<file path="src/design/lpmr_alu.sv">
// Shared subtractor: difference, sign and ring-wrapped distance
module lpmr_alu #(
  parameter int unsigned DW           = 14,
  parameter int unsigned AW           = 12,
  parameter int unsigned BUFFER_BYTES = 4096
) (
  input  logic [DW-1:0] a_i,
  input  logic [DW-1:0] b_i,
  output logic [DW-1:0] diff_o,
  output logic          neg_o,
  output logic [AW-1:0] ring_o
);

  logic [DW-1:0] wrapped;

  assign diff_o  = a_i - b_i;
  assign neg_o   = diff_o[DW-1];
  // negative distance folds back by one ring length
  assign wrapped = diff_o + DW'(BUFFER_BYTES);
  assign ring_o  = neg_o ? wrapped[AW-1:0] : diff_o[AW-1:0];

endmodule

</file>
<file path="config.mk">
export PLATFORM = sky130hd
export DESIGN_NAME = lpmr_alu
export DESIGN_NICKNAME = d
export VERILOG_FILES = /design/src/design/lpmr_alu.sv
export SDC_FILE = /design/constraint.sdc
export NUM_CORES = 1
export LEC_CHECK = 0
export ABC_AREA = 1
export BUFFER_PORTS_ARGS = -buffer_cell sky130_fd_sc_hd__clkbuf_2
export CORE_ASPECT_RATIO = 1.2
export CORE_MARGIN = 2
export CORE_UTILIZATION = 40
export DETAILED_ROUTE_END_ITERATION = 16
export PLACE_DENSITY = 0.79
export SLEW_MARGIN = 20
export SYNTH_ARGS = -nofsm -noshare
export SYNTH_HDL_FRONTEND = slang
export SYNTH_SLANG_ARGS = --single-unit
</file>
<file path="constraint.sdc">
create_clock -name vclk -period 3.9
set_input_delay 0.585 -clock vclk [all_inputs]
set_output_delay 0.585 -clock vclk [all_outputs]
set_load 0.02 [all_outputs]
</file>
# Word-level counts from Yosys, hierarchy flattened
# Index checks and enable logic that the tools add are counted.
word_totals:
  reg_bits: 0
  inputBits: 28
  out_inout_bits: 27
  word_cells: 3
op_classes:
  n_addsub: 2
  mux: 1
op_table:
  columns: ["op", "n"]
  rows:
  - ["$sub 14x14->14", 1]
  - ["$add 12x1->12 const B", 1]
  - ["$mux 12", 1]

# Depth between registers and ports, before layout
# Gate-level depths: netlist of the first run.
logic_depth:
  word_depth: 3
  mapped_depth: 11
  mapped_depth_nobuf: 10

# Least setup slack after synthesis of the first run
# Ideal clock, no wire load.
synth_timing:
  path_type: "input-to-output"
  startpoint: "in a_i[0]"
  endpoint: "out ring_o[6]"
  arrival_ns: 2.085
  required_time_ns: 3.315
  setup_slack_ns: 1.230
  path_stages: 9
  cell_sequence: "inv_1 > ha_1 > inv_1 > fa_1 > nand3_1 > nand3_2 > a21oi_1 > xnor2_1 > buf_4"
synth_via:
  elab_chain_cells: 3
synth_rtl:
  columns: ["element", "line", "rtl"]
  rows:
  - ["start: declaration", "7", "input logic [DW-1:0] a_i,"]
  - ["$sub 14x14->14 *", "16", "assign diff_o = a_i - b_i;"]
  - ["named net diff_o[6]", "9", "output logic [DW-1:0] diff_o,"]
  - ["$add 12x1->12", "19", "assign wrapped = diff_o + DW'(BUFFER_BYTES);"]
  - ["$mux 12 *", "20", "assign ring_o = neg_o ? wrapped[AW-1:0] : diff_o[AW-1:0];"]
  - ["end: declaration", "11", "output logic [AW-1:0] ring_o"]
# Mark *: on every way through the listed nets, which the timed path passes. The rest lies on a longest branch.

# Worst setup path in the final report of the first run
layout_timing:
  startpoint: "in a_i[0]"
  endpoint: "out diff_o[8]"
layout_via:
  elab_chain_cells: 1
layout_rtl:
  columns: ["element", "line"]
  rows:
  - ["$sub 14x14->14", "16"]
  - ["end: declaration", "9"]
# No other way between the ends.

==> results of run 1 <==
==> worst min-delay path, cell delays in order <==
cell      delay, ps
clkbuf_2         80
ha_1            100
inv_1            40
clkbuf_2        140
==> kinds of logic after synthesis <==
group | share of synthesized area (%)
fa+ha+maj | 19.8
compound gates | 4.62
xor+xnor | 7.61
buf+inv | 26.5
simple gates | 41.4
==> layer usage <==
metal  GRT usage (%)  wire length, um  vias to the layer above
met5               0                0                        -
met1            18.3              800                      449
met2            28.0              944                       35
met3               0              111                        0
li1                -                -                      586
met4           0.386                0                        0
==> cell usage after synthesis (all sizes together) <==
cell / instances / area (um2)
nand2: 56 / 218
nand4: 3 / 18.8
fa: 1 / 20.0
nor3: 1 / 16.3
inv: 39 / 146
xor2: 5 / 43.8
a21oi: 7 / 35.0
nor2: 13 / 48.8
nand3: 14 / 80.1
buf: 13 / 97.6
o21bai: 1 / 7.51
ha: 13 / 163
xnor2: 3 / 26.3
==> worst min-delay path by stage <==
| stage | end | cells after the start | slack (ps) |
|---|---|---|---|
| 2_1_floorplan | diff_o[0] | 2 | 1360 |
| 3_3_place_gp | diff_o[0] | 4 | 1530 |
| 3_5_place_dp | ring_o[0] | 4 | 1540 |
| 4_1_cts | ring_o[0] | 4 | 1540 |
| 5_1_grt | ring_o[0] | 4 | 1560 |
| 6_report | ring_o[0] | 4 | 1530 |
==> per-stage QoR <==
stage	total power, W	instances	setup WS [ps]
global route	0.000290	242	1050
finish	0.000259	242	1200
global placement	0.000259	242	1220
detailed placement	0.000262	242	1200
floorplan	0.000216	169	1230
CTS	0.000262	242	1190
==> power groups by stage <==
| stage | Combinational (W) | Clock (W) | Sequential [W] |
|---|---|---|---|
| after floorplan | 0.000216 | 0 | 0 |
| after global placement | 0.000259 | 0 | 0 |
| after detailed placement | 0.000262 | 0 | 0 |
| after CTS | 0.000262 | 0 | 0 |
| after global routing | 0.000290 | 0 | 0 |
| final | 0.000259 | 0 | 0 |
==> layout make-up <==
cell class	instances	share of cell area, %
inverters	39	12.9
multi-input cells	117	59.5
well taps	31	3.41
repair buffers	55	24.2
==> impl_results.md, run 1 <==
* Worst-path fanout max at 4
* Final Cycle Share at 69.3%
* Clock buffers at 0
* Core Footprint at 0.00223 mm2
* Hold Buf Count CTS at 0
* Buffers & Inverters on Critical Path at 4
* CP arrival at 2120 ps
* Tightest Pin Transition at 238 ps
* Max-cap violations at 0
* Crit path capture: diff_o[8]
* Hold_sp: b_i[0]
* Initial core utilization at 41.2%
* Netlist cell types at 16
* Commonest non-fill, non-tap cell in the layout: clkbuf_2
* Worst hold slack at 1530 ps
* Setup Buffers After CTS at 0
* Via count at 1070
* GRT overflow at 0
* Die H at 56.6 um
* Final Core Density at 50.9%
* Routed WL at 1.86 mm
* Detailed Route Iter0 Violations at 11
* Setup violators final at 0
* Post-Place Cell Area at 0.00114 mm2
* Antenna cells at 0
* ANT nets after route at 0
* Cell chain of the critical path: clkbuf_2, inv_1, ha_1, inv_1, fa_1, nand3_1, nand3_2, a21oi_1, xnor2_1, clkbuf_2
* Die footprint at 0.00270 mm2
* Setup CP Type: in -> out
* Post-CTS resize count at 0
* Post-synthesis cell area at 921 um2
* Die X at 47.8 um
* Largest net degree at the start of global routing at 7
* CP Capture Type: output port
* DP HPWL at 1.78 mm
* Crit-path max cell delay at 430 ps
* Antenna violations before repair at 0
* DRT Pass-1 Iters at 4
* Critical Path RT at 3310 ps
* RSZ-0062 raised after global routing: no
* Syn avg cell area at 5.45 um2
* Total stage count of the critical path at 10
* Sequential area share after synthesis at 0%
* VDD IR max at 0.0978 mV
* Syn Nets at 211
* Via density at 4.42
* Final #Nets at 255
* FF+latch count at 0
* Share of layout cells above drive strength 1 at 29.9%
* Status: finished, final reports clean
* Worst Hold Class: in -> out
* Clk pwr share at 0%
* Int Power at 0.0000900 W
* Synth-to-layout area growth at 23.5%
* # rows at 19
* Gpl congestion at 0.817
* Io pins at 55
* Min Clock Period, post-route at 2700 ps
* Headroom to the max-slew limit at 84.0%
* Finished Cell Area at 0.00114 mm2
* DR DRC count at 0
* Logic pwr share at 100.0%
* IO Port Bufs at 55
* Critical path launch point type: input port
* Power per cell area at 228 mW/mm2
* Routed WL per cell at 7.67 um
* Gate Count Post-Synth at 169
* Synth Warn # at 0
* Vias in the first global route at 895
* Fmax achieved at 370 MHz
* Pins Over Slew Limit at 0
* Net Switching at 0.000169 W
* CP max-delay cell: fa_1
* Beginning of the critical path: a_i[0]
* Leak at 0.797 nW
* Area of the multi-input gates at 677 um2
* Final Hold Fails at 0
* FF+latch area at 0 um2
* CP delay by family, top: adder cells
* Flop pwr share at 0%
* First-pass GRT wire length at 3.21 mm
* Commonest cells after routing, fill and taps aside: 55 x clkbuf_2, 53 x nand2_1, 37 x inv_1
* Sw Share at 65.2%
* Filler Cells Inserted at 270
* GRT Total Usage at 14.7%
* Setup TNS at 0 ps
Power figures use the tool's default switching activity.
==> inputs of run 2 (changes only) <==
- clock period: 3.9 -> 2.7 ns (I/O delays scaled with it)
==> run 2 against run 1 <==
Routed wire length is 0.22% higher. First-iteration DRC count decreased by 9.1%. Largest cell class unchanged. Core utilization is the same. Flip-flop and latch count unchanged. Count of clock-buffer cells in the layout stayed put. Combinational power rose by 44%. Critical path depth unchanged. Critical path type unchanged. Non-clock buffer count did not move. Setup slack worse by 830 ps.
==> impl_results.md, run 2 (synthesized netlist as in run 1, its figures left out) <==
* GRT overflow at 0 (unchanged)
* Max-cap violations at 0 (unchanged)
* Share of layout cells above drive strength 1 at 29.9% (unchanged)
* DRT Pass-1 Iters at 4 (unchanged)
* Antenna cells at 0 (unchanged)
* Setup TNS at 0 ps (unchanged)
* DR DRC count at 0 (unchanged)
* Leak at 0.797 nW (unchanged)
* Hold Path Stages at 4 (unchanged)
* Largest net degree at the start of global routing at 7 (unchanged)
* Worst-path fanout max at 4 (unchanged)
* CP Capture Type: output port
* Status: finished, final reports clean
* Via count at 1053 (-1.6%)
* # rows at 19 (unchanged)
* Min Clock Period, post-route at 2330 ps
* Tightest Pin Transition at 244 ps (+5.18 ps)
* Gpl congestion at 0.817 (unchanged)
* Setup Buffers After CTS at 0 (unchanged)
* VDD IR max at 0.148 mV (+51%)
* Die footprint at 0.00270 mm2 (unchanged)
* First-pass GRT wire length at 3.21 mm (unchanged)
* IO Port Bufs at 55 (unchanged)
* Final Core Density at 50.9% (unchanged)
* Detailed Route Iter0 Violations at 10 (-1)
* Critical Path RT at 2300 ps (-1010 ps)
* Worst Hold Class: in -> out
* FF+latch area at 0 um2 (unchanged)
* Routed WL per cell at 7.69 um (+0.22%)
* DP HPWL at 1.77 mm (-0.71%)
* Setup CP Type: in -> out
* Filler Cells Inserted at 259 (-4.1%)
* Synth-to-layout area growth at 23.5% (unchanged)
* Headroom to the max-slew limit at 83.6% (-0.35 points)
* Power per cell area at 329 mW/mm2 (+44%)
* Fmax achieved at 429 MHz
* Die X at 47.8 um (unchanged)
* Commonest cells after routing, fill and taps aside: 55 x clkbuf_2, 53 x nand2_1, 37 x inv_1
* Critical path launch point type: input port
* Final #Nets at 255 (unchanged)
* GRT Total Usage at 14.6% (-0.061 points)
* Post-CTS resize count at 0 (unchanged)
* Hold Buf Count CTS at 0 (unchanged)
* Routed WL at 1.86 mm (+0.22%)
* Die H at 56.6 um (unchanged)
* Beginning of the critical path: a_i[0]
* Area of the multi-input gates at 677 um2 (unchanged)
* Initial core utilization at 41.2% (unchanged)
* Core Footprint at 0.00223 mm2 (unchanged)
* Setup violators final at 0 (unchanged)
* Via density at 4.35 (-1.6%)
* Final Hold Fails at 0 (unchanged)
* Vias in the first global route at 877 (-2.0%)
* Clock buffers at 0 (unchanged)
* CP arrival at 1920 ps (-200 ps)
* Pins Over Slew Limit at 0 (unchanged)
* Tot Pwr at 0.000374 W (+44%)
* FF+latch count at 0 (unchanged)
* Io pins at 55 (unchanged)
* Commonest non-fill, non-tap cell in the layout: clkbuf_2
* Final Cycle Share at 86.3%
* ANT nets after route at 0 (unchanged)
* Antenna violations before repair at 0 (unchanged)
* Hold_sp: b_i[0]
* RSZ-0062 raised after global routing: no
run 2: cell counts in the layout (fill, tap and decap cells not counted):
No cell type changed its count.
run 2: worst max-delay path: stages:
cell and delay, ps:
clkbuf_2 80, inv_1 40, ha_1 130, inv_1 60, fa_1 420, nand3_1 120
nand3_2 120, a21oi_1 180, xnor2_1 160, clkbuf_2 200
run 2: area by class of cell:
type | instances | area share [%]
inverter | 39 | 12.9
multi-input combinational | 117 | 59.5
tap | 31 | 3.41
timing repair buffer | 55 | 24.2
run 2: routing by layer:
metal | share of wire, % | up-vias | wire length (um) | GRT usage (%)
met3 | 6.0 | 0 | 112 | 0
met2 | 50 | 33 | 929 | 27.2
met4 | 0 | 0 | 0 | 0
li1 | - | 586 | - | -
met1 | 44 | 434 | 819 | 19.1
met5 | 0 | - | 0 | 0
run 2: metrics by stage:
stage / setup slack [ps] / instance area [um2] / hold WS [ps] / instances
floorplan: 390 / 921 / 999 / 169
global placement: 382 / 1140 / 1170 / 242
detailed placement: 358 / 1140 / 1180 / 242
CTS: 354 / 1140 / 1180 / 242
global route: 205 / 1140 / 1190 / 242
finish: 370 / 1140 / 1180 / 242
run 2: power breakdown:
group,total (W),internal [W],switching [W]
clock network,0,0,0
registers,0,0,0
logic,0.000374,0.000130,0.000244
run 2: path summary, 6_finish.rpt:
check / to
worst max-delay path: diff_o[8]
worst min-delay path: ring_o[0]
==> inputs of run 3 (changes only) <==
- BUFFER_PORTS_ARGS: -buffer_cell sky130_fd_sc_hd__clkbuf_2 -> unset
- DONT_BUFFER_PORTS: unset -> 1
- PLACE_DENSITY: 0.79 -> unset
- PLACE_DENSITY_LB_ADDON: unset -> 0.1
==> run 3 against run 2 <==
Hold slack worse by 110 ps. Critical path depth is 1 lower. Setup slack better by 120 ps. Routed wire length is 5.5% lower. Via count is 16% lower. Cell count is 20% lower. Total power is 14% lower. Combinational power is 14% lower. Die area stayed put. Sequential share of layout area stayed put. Critical endpoint is now ring_o[6]. Highest routed layer unchanged.
==> impl_results.md, run 3 (synthesized netlist as in run 1, its figures left out) <==
* Status: finished, final reports clean
* Hold Buf Count CTS at 0 (unchanged)
* Setup violators final at 0 (unchanged)
* FF+latch area at 0 um2 (unchanged)
* Setup Buffers After CTS at 0 (unchanged)
* Setup TNS at 0 ps (unchanged)
* Hold Path Stages at 2 (-2)
* Net Switching at 0.000225 W (-7.9%)
* Final Core Density at 40.9% (-10 points)
* Dpl cells at 194 (-20%)
* Gpl congestion at 0.779 (-4.7%)
* Top Layer Used: met3
* Critical Path RT at 2300 ps (about the same)
* Hold Crit Endpoint: diff_o[0]
* RSZ-0062 raised after global routing: no
* Worst-path fanout max at 4 (unchanged)
* Final WS setup at 485 ps (+115 ps)
* Clock buffers at 0 (unchanged)
* Final Non-Filler Cells at 194 (-20%)
* Crit-path max cell delay at 430 ps (about the same)
* Die H at 56.6 um (unchanged)
* Commonest non-fill, non-tap cell in the layout: nand2_1
* Die X at 47.8 um (unchanged)
* IO Port Bufs at 0 (-100%)
* Total stage count of the critical path at 9 (-1)
* FF+latch count at 0 (unchanged)
* Metal-1 WL at 784 um (-4.3%)
* Vias in the first global route at 829 (-5.5%)
* Pins Over Slew Limit at 0 (unchanged)
* Headroom to the max-slew limit at 72.7% (-11 points)
* Detailed Route Iter0 Violations at 11 (+1)
* Via count at 881 (-16%)
* ANT nets after route at 0 (unchanged)
* # rows at 19 (unchanged)
* Via density at 4.54 (+4.4%)
* Largest net degree at the start of global routing at 7 (unchanged)
* DR WL met3 at 84 um (-25%)
* First-pass GRT wire length at 3.04 mm (-5.2%)
* DRT Pass-1 Iters at 4 (unchanged)
* Hold_sp: b_i[0]
* Routed met2 length at 890 um (-4.2%)
* GRT Total Usage at 14.0% (-0.62 points)
* Final #Nets at 207 (-19%)
* Synth-to-layout area growth at -0.679%
* Worst hold slack at 1060 ps (-114 ps)
* Pre-CTS setup slack at 467 ps (+109 ps)
* DP HPWL at 1.65 mm (-6.3%)
* CP delay by family, top: adder cells
* Logic pwr share at 100.0% (about the same)
* CP arrival at 1810 ps (-110 ps)
* Int Power at 0.0000968 W (-26%)
* Area of the multi-input gates at 677 um2 (unchanged)
* CP max-delay cell: fa_1
* Leak at 0.602 nW (-25%)
* CP Capture Type: output port
* Worst Hold Class: in -> out
* Io pins at 55 (unchanged)
* Antenna violations before repair at 0 (unchanged)
* Power per cell area at 352 mW/mm2 (+6.9%)
* Fmax achieved at 452 MHz (+5.2%)
* Max-cap violations at 0 (unchanged)
* Flop pwr share at 0% (unchanged)
* Routed WL per cell at 9.06 um (+18%)
* CP most frequent cell: inv_1
* Clk pwr share at 0% (unchanged)
* Buffers & Inverters on Critical Path at 3 (-1)
* Antenna cells at 0 (unchanged)
* Commonest cells after routing, fill and taps aside: 53 x nand2_1, 37 x inv_1, 13 x nor2_1, 13 x ha_1, 12 x nand3_1
* Die footprint at 0.00270 mm2 (unchanged)
* Critical path launch point type: input port
* Final Cycle Share at 82.0% (-4.3 points)
* VDD IR max at 0.132 mV (-10%)
* Post-CTS resize count at 0 (unchanged)
* DR DRC count at 0 (unchanged)
* Final Hold Fails at 0 (unchanged)
* Min Clock Period, post-route at 2210 ps (-115 ps)
* GRT overflow at 0 (unchanged)
* Sw Share at 69.9% (+4.6 points)
* Cell chain of the critical path: inv_1, ha_1, inv_1, fa_1, nand3_1, nand3_2, a21oi_1, xnor2_1, buf_4
* Routed WL at 1.76 mm (-5.5%)
* Core Footprint at 0.00223 mm2 (unchanged)
* Setup CP Type: in -> out
* Tightest Pin Transition at 410 ps (+166 ps)
* Share of layout cells above drive strength 1 at 9.20% (-21 points)
* Initial core utilization at 41.2% (unchanged)
* Filler Cells Inserted at 271 (+4.6%)
run 3: changes by cell type in the layout (fill, tap and decap cells not counted), sizes merged:
cell    change
clkbuf     -55
buf         +7
run 3: worst max path at each step:
stage | from | slack [ps] | end
3_5_place_dp | a_i[0] | 470 | ring_o[6]
5_1_grt | a_i[0] | 300 | ring_o[8]
6_report | a_i[0] | 490 | ring_o[6]
3_3_place_gp | a_i[0] | 490 | diff_o[8]
2_1_floorplan | a_i[0] | 390 | ring_o[6]
4_1_cts | a_i[0] | 470 | ring_o[6]
run 3: layout make-up:
type | instances | share of cell area (%)
Multi-Input combinational cell | 117 | 74.0
Inverter | 39 | 16.0
Timing Repair Buffer | 7 | 5.75
Tap cell | 31 | 4.24
run 3: power by group through the flow:
stage	sequential [W]	combinational, W	clock (W)
after floorplan	0	0.000313	0
after global placement	0	0.000323	0
after detailed placement	0	0.000326	0
after CTS	0	0.000326	0
after global routing	0	0.000359	0
final	0	0.000322	0
run 3: metal layers:
metal,vias to the layer above,global-route usage [%]
met5,-,0
met3,0,0
li1,490,-
met2,29,26.7
met1,362,17.7
met4,0,0
run 3: metrics by stage:
| step | cell area [um2] | total power (W) |
|---|---|---|
| CTS | 915 | 0.000326 |
| global placement | 915 | 0.000323 |
| detailed placement | 915 | 0.000326 |
| finish | 915 | 0.000322 |
| global route | 915 | 0.000359 |
| floorplan | 921 | 0.000313 |
